===== src/hdl/adam_optimizer_step_macros.svh =====
// ----------------------------------------------------------------------------
// Adam optimizer step: assertion macros
// Concurrent checks that drop out of synthesis builds.
// ----------------------------------------------------------------------------
`ifndef ADAM_OPTIMIZER_STEP_MACROS_SVH
`define ADAM_OPTIMIZER_STEP_MACROS_SVH
`ifndef SYNTHESIS
`define ADOS_ASSERT_IMP(label, clk, rst, ante, cons) \
  label: assert property (@(posedge clk) disable iff (rst) (ante) |-> (cons)) \
    else $error("assertion failed");
`define ADOS_ASSERT_NXT(label, clk, rst, ante, cons) \
  label: assert property (@(posedge clk) disable iff (rst) (ante) |=> (cons)) \
    else $error("assertion failed");
`else
`define ADOS_ASSERT_IMP(label, clk, rst, ante, cons)
`define ADOS_ASSERT_NXT(label, clk, rst, ante, cons)
`endif
`endif


===== src/hdl/ados_pkg.sv =====
// ----------------------------------------------------------------------------
// Adam optimizer step: shared package
// Constants, register codes, state encoding and iterative unit interface.
// ----------------------------------------------------------------------------
package ados_pkg;

  localparam int NUM_PARAMS_DEF = 1024;
  localparam int IDX_W          = 10;

  localparam logic [31:0] STEP_SIZE_RST = 32'd66;
  localparam logic [15:0] BETA_ONE_RST  = 16'd58982;
  localparam logic [15:0] BETA_TWO_RST  = 16'd65470;
  localparam logic [15:0] EPSILON_RST   = 16'd1;
  localparam logic [31:0] POWER_ONE     = 32'h8000_0000;

  localparam logic CMD_STEP  = 1'b0;
  localparam logic CMD_CLEAR = 1'b1;

  typedef enum logic [1:0] {
    REG_STEP_SIZE = 2'd0,
    REG_BETA_ONE  = 2'd1,
    REG_BETA_TWO  = 2'd2,
    REG_EPSILON   = 2'd3
  } reg_idx_t;

  typedef enum logic {
    OP_DIV  = 1'b0,
    OP_SQRT = 1'b1
  } iter_op_t;

  typedef struct packed {
    logic        start;
    iter_op_t    op;
    logic [63:0] operand;
    logic [31:0] divisor;
  } iter_req_t;

  typedef struct packed {
    logic        done;
    logic        sat;
    logic [32:0] result;
  } iter_rsp_t;

  typedef enum logic [4:0] {
    S_CLEAR, S_IDLE, S_POW1, S_POW2, S_POW3, S_READ, S_LOAD, S_M2, S_M3,
    S_V1, S_V2, S_V3, S_V4, S_DIVM, S_WAITM, S_DIVV, S_WAITV, S_SQRT,
    S_WAITS, S_NUM1, S_NUM2, S_DIVF, S_WAITF, S_OUT
  } state_t;

endpackage


===== src/hdl/ados_iter.sv =====
// ----------------------------------------------------------------------------
// Adam optimizer step: iterative divide / square root unit
// One compare-subtract per cycle: restoring divide with a 33-bit quotient
// and early overflow detect, or a 24-step square root of a 48-bit value.
// ----------------------------------------------------------------------------
module ados_iter (
  input  logic                clk,
  input  logic                rst,
  input  ados_pkg::iter_req_t req,
  output ados_pkg::iter_rsp_t rsp
);

  logic               busy;
  logic               done;
  logic               sat;
  ados_pkg::iter_op_t op;
  logic [63:0]        sh;
  logic [33:0]        rem;
  logic [32:0]        quo;
  logic [31:0]        dvs;
  logic [5:0]         cnt;

  logic [33:0] rp;
  logic [33:0] trial;
  logic [33:0] diff;
  logic        ge;

  always_comb begin
    if (op == ados_pkg::OP_DIV) begin
      rp    = {rem[32:0], sh[63]};
      trial = {2'b00, dvs};
    end else begin
      rp    = {rem[31:0], sh[63:62]};
      trial = {8'b0, quo[23:0], 2'b01};
    end
    ge   = (rp >= trial);
    diff = rp - trial;
  end

  always_ff @(posedge clk) begin
    if (rst) begin
      busy <= 1'b0;
      done <= 1'b0;
    end else begin
      done <= 1'b0;
      if (req.start) begin
        op  <= req.op;
        quo <= '0;
        sat <= 1'b0;
        dvs <= req.divisor;
        if (req.op == ados_pkg::OP_DIV) begin
          rem <= {3'b000, req.operand[63:33]};
          sh  <= {req.operand[32:0], 31'b0};
          cnt <= 6'd32;
          // quotient needs more than 33 bits: report overflow at once
          if ({1'b0, req.operand[63:33]} >= req.divisor) begin
            sat  <= 1'b1;
            done <= 1'b1;
          end else begin
            busy <= 1'b1;
          end
        end else begin
          rem  <= '0;
          sh   <= {req.operand[47:0], 16'b0};
          cnt  <= 6'd23;
          busy <= 1'b1;
        end
      end else if (busy) begin
        rem <= ge ? diff : rp;
        quo <= {quo[31:0], ge};
        sh  <= (op == ados_pkg::OP_DIV) ? {sh[62:0], 1'b0} : {sh[61:0], 2'b00};
        cnt <= cnt - 6'd1;
        if (cnt == 6'd0) begin
          busy <= 1'b0;
          done <= 1'b1;
        end
      end
    end
  end

  assign rsp.done   = done;
  assign rsp.sat    = sat;
  assign rsp.result = quo;

endmodule


===== config.mk =====
export PLATFORM = sky130hd
export DESIGN_NAME = ados_iter
export DESIGN_NICKNAME = d
export VERILOG_FILES = /design/src/hdl/adam_optimizer_step_macros.svh /design/src/hdl/ados_pkg.sv /design/src/hdl/ados_iter.sv
export SDC_FILE = /design/constraint.sdc
export NUM_CORES = 1
export LEC_CHECK = 0
export BUFFER_PORTS_ARGS = -buffer_cell sky130_fd_sc_hd__buf_2
export CAP_MARGIN = 30
export CORE_UTILIZATION = 58
export CTS_BUF_LIST = sky130_fd_sc_hd__clkbuf_8
export CTS_CLUSTER_SIZE = 10
export DETAILED_ROUTE_END_ITERATION = 6
export PLACE_DENSITY = 0.8
export SETUP_SLACK_MARGIN = 0.2
export SYNTH_ARGS = -nofsm -noshare
export SYNTH_HDL_FRONTEND = slang
export SYNTH_SLANG_ARGS = --single-unit
export TNS_END_PERCENT = 50

===== constraint.sdc =====
create_clock -name clk -period 12.83 [get_ports clk]
set_input_delay 2.566 -clock clk [delete_from_list [all_inputs] [get_ports clk]]
set_output_delay 2.566 -clock clk [all_outputs]
set_load 0.01 [all_outputs]

* After elaboration in Yosys (flattened, before gate mapping)
Cells that the tools add are included.
** Cells by class
- Add/subtract/negate cells :: 2
- Multiply operators :: 0
- Divide/modulo/power cells :: 0
- Order comparisons :: 2
- Equal/unequal tests :: 1
- Shift operators :: 0
- Muxes and demuxes :: 24
- Bitwise gates (word level) :: 1
- Reduce and logical (&&, ||, !) cells :: 4
** Operators with widths (number)
- 2-to-1 mux 64 bit :: 4
- 2-to-1 mux 33 bit :: 4
- greater-or-equal comparator 34 x 32 -> 1 bit :: 1
- 2-to-1 mux 34 bit :: 1
- subtractor 33 x 32 -> 33 bit :: 1
- greater-or-equal comparator 31 x 32 -> 1 bit :: 1
- 2-to-1 mux 32 bit :: 1
- 2-to-1 mux 31 bit :: 1
- 2-to-1 mux 6 bit :: 3
- 2-to-1 mux 1 bit :: 10
- zero test 6 bit :: 1
- subtractor 6 x 1 -> 6 bit, second input constant :: 1
- AND reduction 2 bit :: 2
- inequality test 3 bit, second input constant :: 1
- nonzero test 2 bit :: 1
- NOT 1 bit :: 1
** Storage, ports and cells
- Register bits :: 172
- Bits in latches :: 0
- Memory bits (writable) :: 0
- ROM bits :: 0
- Bits of input ports :: 100
- Output and inout port bits :: 35
- Logic and storage cells :: 43
- Memories :: 0

* Longest topological paths before layout
Gate-level depths: netlist of the first run.
- Depth in word-level cells :: 5
- Mapped depth :: 18
- Depth with buffers taken out :: 11

* Least setup slack after synthesis of the first run
Ideal clock, no wire load.
- Path kind :: input to register
- Start point :: input req[97] (netlist name)
- End point :: register cnt[0] (enable)
- Library setup time :: 0.600 ns
- Arrival :: 7.886 ns
- Data required time :: 12.230 ns
- Slack :: 4.344 ns
- Stages on the path :: 3
- Path buffers :: 1
- Cell sequence :: clkbuf_1 > nor2_1 > nor2_1
** On the way
- Longest elaborated chain between the ends :: 2
** Ends and longest elaborated chain
- start: declaration :: line ados_iter.sv:9 : input ados_pkg::iter_req_t req,
- nonzero test 2 bit (no line)
- AND reduction 2 bit (no line)
- end signal: assignment :: line ados_iter.sv:72 : cnt <= cnt - 6'd1;
- end: declaration :: line ados_iter.sv:21 : logic [5:0] cnt;
Every way passes these cells.
A chain may end at the register's enable or synchronous reset.

* Worst setup path after layout of the first run
- Start point :: input req[97] (netlist name)
- End point :: register quo[6] (enable)
** On the way
- Longest elaborated chain between the ends :: 2
** Ends and longest elaborated chain
- nonzero test 2 bit (no line)
- AND reduction 2 bit (no line)
- end signal: assignment :: line ados_iter.sv:70 : quo <= {quo[31:0], ge};
- end: declaration :: line ados_iter.sv:19 : logic [32:0] quo;
Every way passes these cells.

==> results of run 1 <==
## area by class of cell
cell class | instances | area share (%)
multi-input cells | 764 | 46.7
flip-flops and latches | 156 | 38.9
repair buffers | 147 | 6.87
well taps | 229 | 2.39
clock buffers | 17 | 1.95
clock inverters | 14 | 1.61
inverters | 50 | 1.57
## metal layers
| metal | vias to the layer above | global-route usage, % | wire [microns] |
|---|---|---|---|
| met3 | 59 | 5.59 | 2140 |
| met1 | 4167 | 40.7 | 12200 |
| met5 | - | 0 | 0 |
| met4 | 0 | 11.5 | 646 |
| li1 | 4092 | - | - |
| met2 | 373 | 47.0 | 12500 |
## cell families after synthesis
| group | count (synthesis) |
|---|---|
| simple gates | 278 |
| buf+inv | 114 |
| fa+ha+maj | 66 |
| mux | 105 |
| compound gates | 288 |
| xor+xnor | 27 |
| flops | 156 |
## flip-flops by register name (all words and copies together), names as in the netlist
register	flops
sh	48
op	1
rem	33
busy	1
dvs	32
cnt	6
done	1
sat	1
quo	33
## synth_stat cells, drive strengths merged (11+ instances only)
master / count / area share, %
nand4: 12 / 0.76
a21o: 34 / 2.4
edfxtp: 154 / 43
ha: 65 / 7.6
and3: 11 / 0.64
inv: 50 / 1.7
nand3: 18 / 0.84
nand2b: 15 / 0.87
a21oi: 83 / 3.9
o21bai: 12 / 0.84
nand2: 67 / 2.4
xnor2: 20 / 1.6
o21ai: 40 / 1.9
a31oi: 12 / 0.70
mux2: 30 / 3.1
buf: 26 / 1.5
clkbuf: 38 / 1.3
nor2: 38 / 1.4
nor3: 25 / 1.2
a211oi: 41 / 2.9
a221o: 11 / 1.0
mux2i: 75 / 7.0
nor2b: 72 / 4.2
## worst min-delay path by stage
stage / to / slack, ps / cells after the start
after floorplan: done$_SDFF_PP0_ / 480 / 2
after global placement: done$_SDFF_PP0_ / 520 / 2
after detailed placement: done$_SDFF_PP0_ / 530 / 2
after CTS: done$_SDFF_PP0_ / 560 / 2
after global routing: done$_SDFF_PP0_ / 610 / 2
final: done$_SDFF_PP0_ / 560 / 2
## power by group through the flow
stage / combinational [mW] / clock [mW] / sequential [mW]
2_1_floorplan: 0.379 / 0 / 0.651
3_3_place_gp: 0.486 / 0 / 0.654
3_5_place_dp: 0.505 / 0 / 0.654
4_1_cts: 0.508 / 0.416 / 0.643
5_1_grt: 0.564 / 0.437 / 0.648
6_report: 0.514 / 0.415 / 0.643
## worst max-delay path: cells and delay by family
family | cells | cell delay, ps
and+or+nand+nor | 2 | 1000
buffers and inverters | 4 | 2160
## cell usage in the layout, fill, tap and decap left out, drive strengths merged, types with 18 or more instances in the layout
cell,count
inv,54
mux2,30
buf,147
ha,65
nor2,38
a21o,34
mux2i,75
a211oi,41
xnor2,20
nor3,25
o21ai,40
edfxtp,154
a21oi,83
nand3,18
nor2b,72
nand2,67
==> key figures, run 1 <==
Logic synthesis
  – Async SR Flop Fraction: 0%
  – Syn avg cell area: 10.4 sq um
  – Area of the mapped netlist: 10700 sq um
  – Post-synthesis sequential area ratio: about 43%
  – Synth Area in XOR/XNOR: 2.20%
  – Synth Register Bits: 156
  – Mux share of post-synthesis cell area: 10.1%
  – Post-synth EDFFs: 154
  – Area share of fa/ha/maj cells after synthesis: 7.77%
  – Combinational family with the most area after synthesis: compound AO/OA/AOI/OAI gates
  – Top_reg_cell synth: edfxtp_1
  – Compound-Gate Fraction of Synth Area: 18.3%
  – Synth Area in Simple Gates: 13.5%
  – Distinct cell type count after synthesis: 74
  – YS warnings: 0
  – Synth Instances: 1034
  – Post-Syn Nets: 1200

Power
  – Flop pwr share: 40.9%
  – Overall power: 1.57 mW
  – Leak: 4.98 nW
  – Combinational group share of total power: 32.7%
  – Max VDD drop: roughly 0.000079 V
  – Clock Power Share: 26.4%
  – Sw Share: 33.3%
  – Pwr/cell area: between 100 and 150 nW/um^2
  – P_sw: about 0.52 mW
  – Internal: 1.05 mW

Placed design
  – Number of I/O port buffers: 134
  – Post-placement setup slack: around 6700 ps
  – Placed cell count: 1346
  – Post-DP HPWL: about 20 mm
  – Gpl congestion: 0.940
  – Placed instance area: 11500 sq um

CTS
  – Longest Clk Path Bufs: 2
  – Root Buffer: clkbuf_8
  – Clock sinks: 156
  – Inserted Clock Buffers: 17
  – Clk pin slew, worst setup/hold paths: around 90 ps
  – Post-CTS resize count: 0
  – Post-CTS setup buffer count: 0
  – H-Tree Depth: 4
  – CTS tree: built
  – Clk Latency, worst-skew pair: 480 ps
  – Cts hold-fix bufs: 0

Setup path
  – R2R Path Start: op$_DFFE_PP_
  – CP Class: input pin to register
  – Critical Path Start: req[97]
  – Worst path cell trace: buf_4 -> buf_4 -> nor2_1 -> nor2_4 -> buf_4 -> buf_16
  – Reg2reg path depth: 13
  – Worst EP arrival: 5830 ps
  – Largest stage delay, worst path: around 800 ps
  – Critical path startpoint category: input pin
  – Max FO, Critical Path: 75
  – CP endpoint kind: register
  – Required @ worst endpoint: around 13000 ps
  – Slowest CP cell: nor2_4
  – CP endpoint: quo[6]$_SDFFCE_PP0P_
  – Most used cell, CP: buf_4
  – Worst R2R Setup Slack: approximately 7400 ps
  – Reg2reg end: rem[11]$_DFFE_PP_

Die
  – Die Area: between 15000 and 20000 sq um
  – Core region area: about 18000 sq um
  – Chip Height: approximately 140 microns
  – Num rows: between 40 and 50
  – Initial core utilization: 59.5%
  – Ports: 135
  – Die width: approximately 140 microns

Layout
  – P&R area growth vs syn: 11.7%
  – Nets: 1302
  – Layout Cells excl Fill: roughly 1400
  – Area of the multi-input gates: 5590 sq um
  – Antenna fix cells: 0
  – Fillcell total: 1432
  – Util after Layout: 66.4%
  – Share of cells above drive strength 1: 19.9%
  – Post-route cell area: approximately 12000 sq um
  – Sequential cell area: 4660 sq um

Timing
  – Endpoints failing hold: 0
  – Worst hold slack: 561 ps
  – Tcrit/Tclk final: 44.1%
  – Worst setup margin: a little over 7000 ps
  – RSZ-0062 raised after global routing: no
  – Worst-Margin Slew: 1030 ps
  – Clock Skew: 16.8 ps
  – Setup TNS: 0 ps
  – Final setup vio count: 0
  – Slew Viols, Final: 0
  – Slew HR: 31.3%
  – Post-route minimum period: 5660 ps
  – Fmax achieved: roughly 180 MHz

Global routing
  – Largest net degree at the start of global routing: 95
  – Initial antenna violation count: 0
  – Grt ovf: 0
  – Global-route wire length before repair: 42.8 mm
  – GRT Util Overall: around 30%
  – Number of global-route vias before repair: ~8300

Detailed routing
  – Drt wl/cell: 19.9 microns
  – Initial DRC Count: between 800 and 900
  – Post-route DRC: 0
  – DRT antenna net count: 0
  – DR pass1 iterations: 6
  – Routed WL: 27.4 mm
  – Vias: 8691
  – Via density: 6.31

Outcome
  – Outcome: finished, final reports clean

Worst hold path
  – Min-delay src: busy$_SDFFE_PP0P_
  – Worst Hold Class: register to register

Run
  – Max-cap violations: 0
Note: power is estimated with default switching activity, not from simulation.
==> run 2, diff against run 1 <==
--- a/config.mk
+++ b/config.mk
@@ -5,13 +5,14 @@
 export SDC_FILE = /design/constraint.sdc
 export NUM_CORES = 1
 export LEC_CHECK = 0
+export ABC_AREA = 1
 export BUFFER_PORTS_ARGS = -buffer_cell sky130_fd_sc_hd__buf_2
 export CAP_MARGIN = 30
-export CORE_UTILIZATION = 58
+export CORE_UTILIZATION = 55
 export CTS_BUF_LIST = sky130_fd_sc_hd__clkbuf_8
 export CTS_CLUSTER_SIZE = 10
 export DETAILED_ROUTE_END_ITERATION = 6
-export PLACE_DENSITY = 0.8
+export PLACE_DENSITY = 0.79
 export SETUP_SLACK_MARGIN = 0.2
 export SYNTH_ARGS = -nofsm -noshare
 export SYNTH_HDL_FRONTEND = slang
==> constraint.sdc (replaced) <==
create_clock -name clk -period 5.2 [get_ports clk]
set_input_delay 1.04 -clock clk [delete_from_list [all_inputs] [get_ports clk]]
set_output_delay 1.04 -clock clk [all_outputs]
set_load 0.01 [all_outputs]
==> run 2 against run 1 <==
Net effect: critical path depth rose by 11; routed wire length rose by 13%; count of clock-buffer cells in the layout did not move; die area is 12% higher; final cell count is 42% higher; sequential power rose by 150%; combinational power grew to 2.6 times the previous value.
==> key figures, run 2 <==
Layout
  – Area of the multi-input gates: 5550 sq um
  – Commonest non-fill, non-tap cell in the layout: nand2_1
  – Fillcell total: 1879
  – Sequential cell area: 4660 sq um
  – Top flop regs: sh x48, quo x33, rem x33
  – Number of flip-flops under the largest register name: 48
  – P&R area growth vs syn: 11.0%
  – Most frequent cells in the layout: nand2_1 (475), inv_1 (261), nor2_1 (176)
  – Nets: 1837
  – Antenna fix cells: 0
  – Post-route cell area: 12700 sq um
  – Share of cells above drive strength 1: a little over an eighth
  – Reg with most FFs: sh
  – Layout Cells excl Fill: 1954
  – Util after Layout: a little over three fifths

CTS
  – Root Buffer: clkbuf_8
  – Clock sinks: between 150 and 200
  – Clk pin slew, worst setup/hold paths: 100 ps
  – CTS tree: built
  – H-Tree Depth: 4
  – Post-CTS resize count: 0
  – Clk Latency, worst-skew pair: 470 ps
  – Inserted Clock Buffers: 17
  – Longest Clk Path Bufs: 2
  – Post-CTS setup buffer count: 0
  – Cts hold-fix bufs: 0

Die
  – Die width: 146 microns
  – Num rows: 52
  – Core region area: 20300 sq um
  – Ports: about 140
  – Chip Height: 146 microns
  – Die Area: 21400 sq um
  – Initial core utilization: 56.4%

Run
  – Max-cap violations: 0

Placed design
  – Number of I/O port buffers: 134
  – Placed cell count: 1922
  – Gpl congestion: 1.00
  – Post-DP HPWL: 23.1 mm
  – Post-placement setup slack: about 1300 ps
  – Placed instance area: around 12000 sq um

Timing
  – Post-route minimum period: 3960 ps
  – Slew HR: 29.4%
  – Slew Viols, Final: 0
  – Worst-Margin Slew: 1060 ps
  – Final setup vio count: 0
  – Setup TNS: 0 ps
  – Tcrit/Tclk final: 76.2%
  – Fmax achieved: ~250 MHz
  – Worst hold slack: 503 ps
  – RSZ-0062 raised after global routing: no
  – Worst setup margin: between 1000 and 1500 ps
  – Clock Skew: 16.4 ps
  – Endpoints failing hold: 0

Logic synthesis
  – Distinct cell type count after synthesis: 41
  – Top cells by count, synth: nand2_1 (475), inv_1 (261), nor2_1 (178)
  – Area of the mapped netlist: 11500 sq um
  – Post-synthesis sequential area ratio: 40.7%
  – Largest area contributor in the netlist: edfxtp_1
  – Post-Syn Nets: 1735
  – Post-synth EDFFs: 154
  – Async SR Flop Fraction: 0%
  – YS warnings: 0
  – Synth area leaders: edfxtp_1 (40%), nand2_1 (16%), inv_1 (8.6%)
  – Most common cell in the netlist: nand2_1
  – Top_reg_cell synth: edfxtp_1
  – Yosys top cell area share: 40.4%
  – Synth Register Bits: between 150 and 200
  – Syn avg cell area: between 7 and 8 sq um
  – Synth Instances: 1569

Global routing
  – Initial antenna violation count: 0
  – Largest net degree at the start of global routing: 98
  – Global-route wire length before repair: between 40 and 50 mm
  – GRT Util Overall: between 20% and 30%
  – Grt ovf: 0
  – Number of global-route vias before repair: 9934

Setup path
  – CP Class: register to register
  – Critical path startpoint category: register
  – Required @ worst endpoint: between 5000 and 6000 ps
  – Worst EP arrival: approximately 4200 ps
  – Most used cell, CP: nand2_1
  – Worst path cell trace: buf_4 -> buf_4 -> nand2_1 -> o21ai_0 -> ha_1 -> fa_1 -> inv_1 -> nand3_1 -> nand3_2 -> nand2_1 -> nand2_1 -> nand2_4 -> nand2_8 -> nand2_2 -> nand2_1 -> nand2_1 -> nand2_1
  – Max FO, Critical Path: between 80 and 90
  – Largest stage delay, worst path: around 590 ps
  – Slowest CP cell: buf_4
  – CP endpoint kind: register
  – R2R Path Start: op$_DFFE_PP_
  – Critical Path Start: op$_DFFE_PP_

Detailed routing
  – Drt wl/cell: roughly 16 microns
  – Initial DRC Count: between 900 and 1000
  – DR pass1 iterations: 7
  – DRT antenna net count: 0
  – Routed WL: 31.1 mm
  – Via density: 5.39
  – Vias: 10500
  – Post-route DRC: 0

Power
  – Leak: between 6 and 7 nW
  – Pwr/cell area: between 300 and 400 nW/um^2
  – Max VDD drop: 0.000163 V
  – Overall power: approximately 3.9 mW

Worst hold path
  – Min-delay src: busy$_SDFFE_PP0P_
  – Worst Hold Class: register to register

Outcome
  – Outcome: finished, final reports clean
## run 2: logic make-up (layout without fill, tap and decap cells)
logic type / Yosys count / after routing / synth area share (%)
AOI/OAI and AO/OA: 161 / 161 / 8.77
and+or+nand+nor: 844 / 844 / 30.9
buffers and inverters: 325 / 440 / 11.0
DFF: 156 / 156 / 40.7
xor gates and xnor gates: 17 / 17 / 1.30
adders and majority gates: 66 / 66 / 7.27
## run 2: final timing paths
kind,slack (ps),depth (start not counted),end
worst max-delay path,1240,17,rem[25]$_DFFE_PP_
worst min-delay path,500,2,done$_SDFF_PP0_
worst max register to register,1240,17,rem[25]$_DFFE_PP_
worst min register to register,500,2,done$_SDFF_PP0_
## run 2: final cells by class
type | instances | share of cell area, %
timing repair buffer | 145 | 6.04
inverter | 263 | 7.76
sequential | 156 | 36.7
clock inverter | 15 | 1.37
clock buffer | 17 | 1.84
multi-input combinational | 1088 | 43.7
tap | 270 | 2.66
## run 2: worst max-delay path: cells and delay by family (launching register included)
kind / cells / cell delay, ps
AOI/OAI and AO/OA: 1 / 130
buffers and inverters: 3 / 1220
adders and majority gates: 2 / 480
and+or+nand+nor: 11 / 1480
DFF: 1 / 370
## run 2: power by group
part / internal [mW] / switching, mW
sequential: 1.53 / 0.0502
combinational: 0.450 / 0.866
clock: 0.444 / 0.543
## run 2: layer usage
layer,vias up,part of all wire [%],GRT usage [%]
li1,5256,-,-
met1,4826,43,39.8
met4,0,2.9,11.5
met3,46,6.6,3.97
met5,-,0,0
met2,405,47,48.3
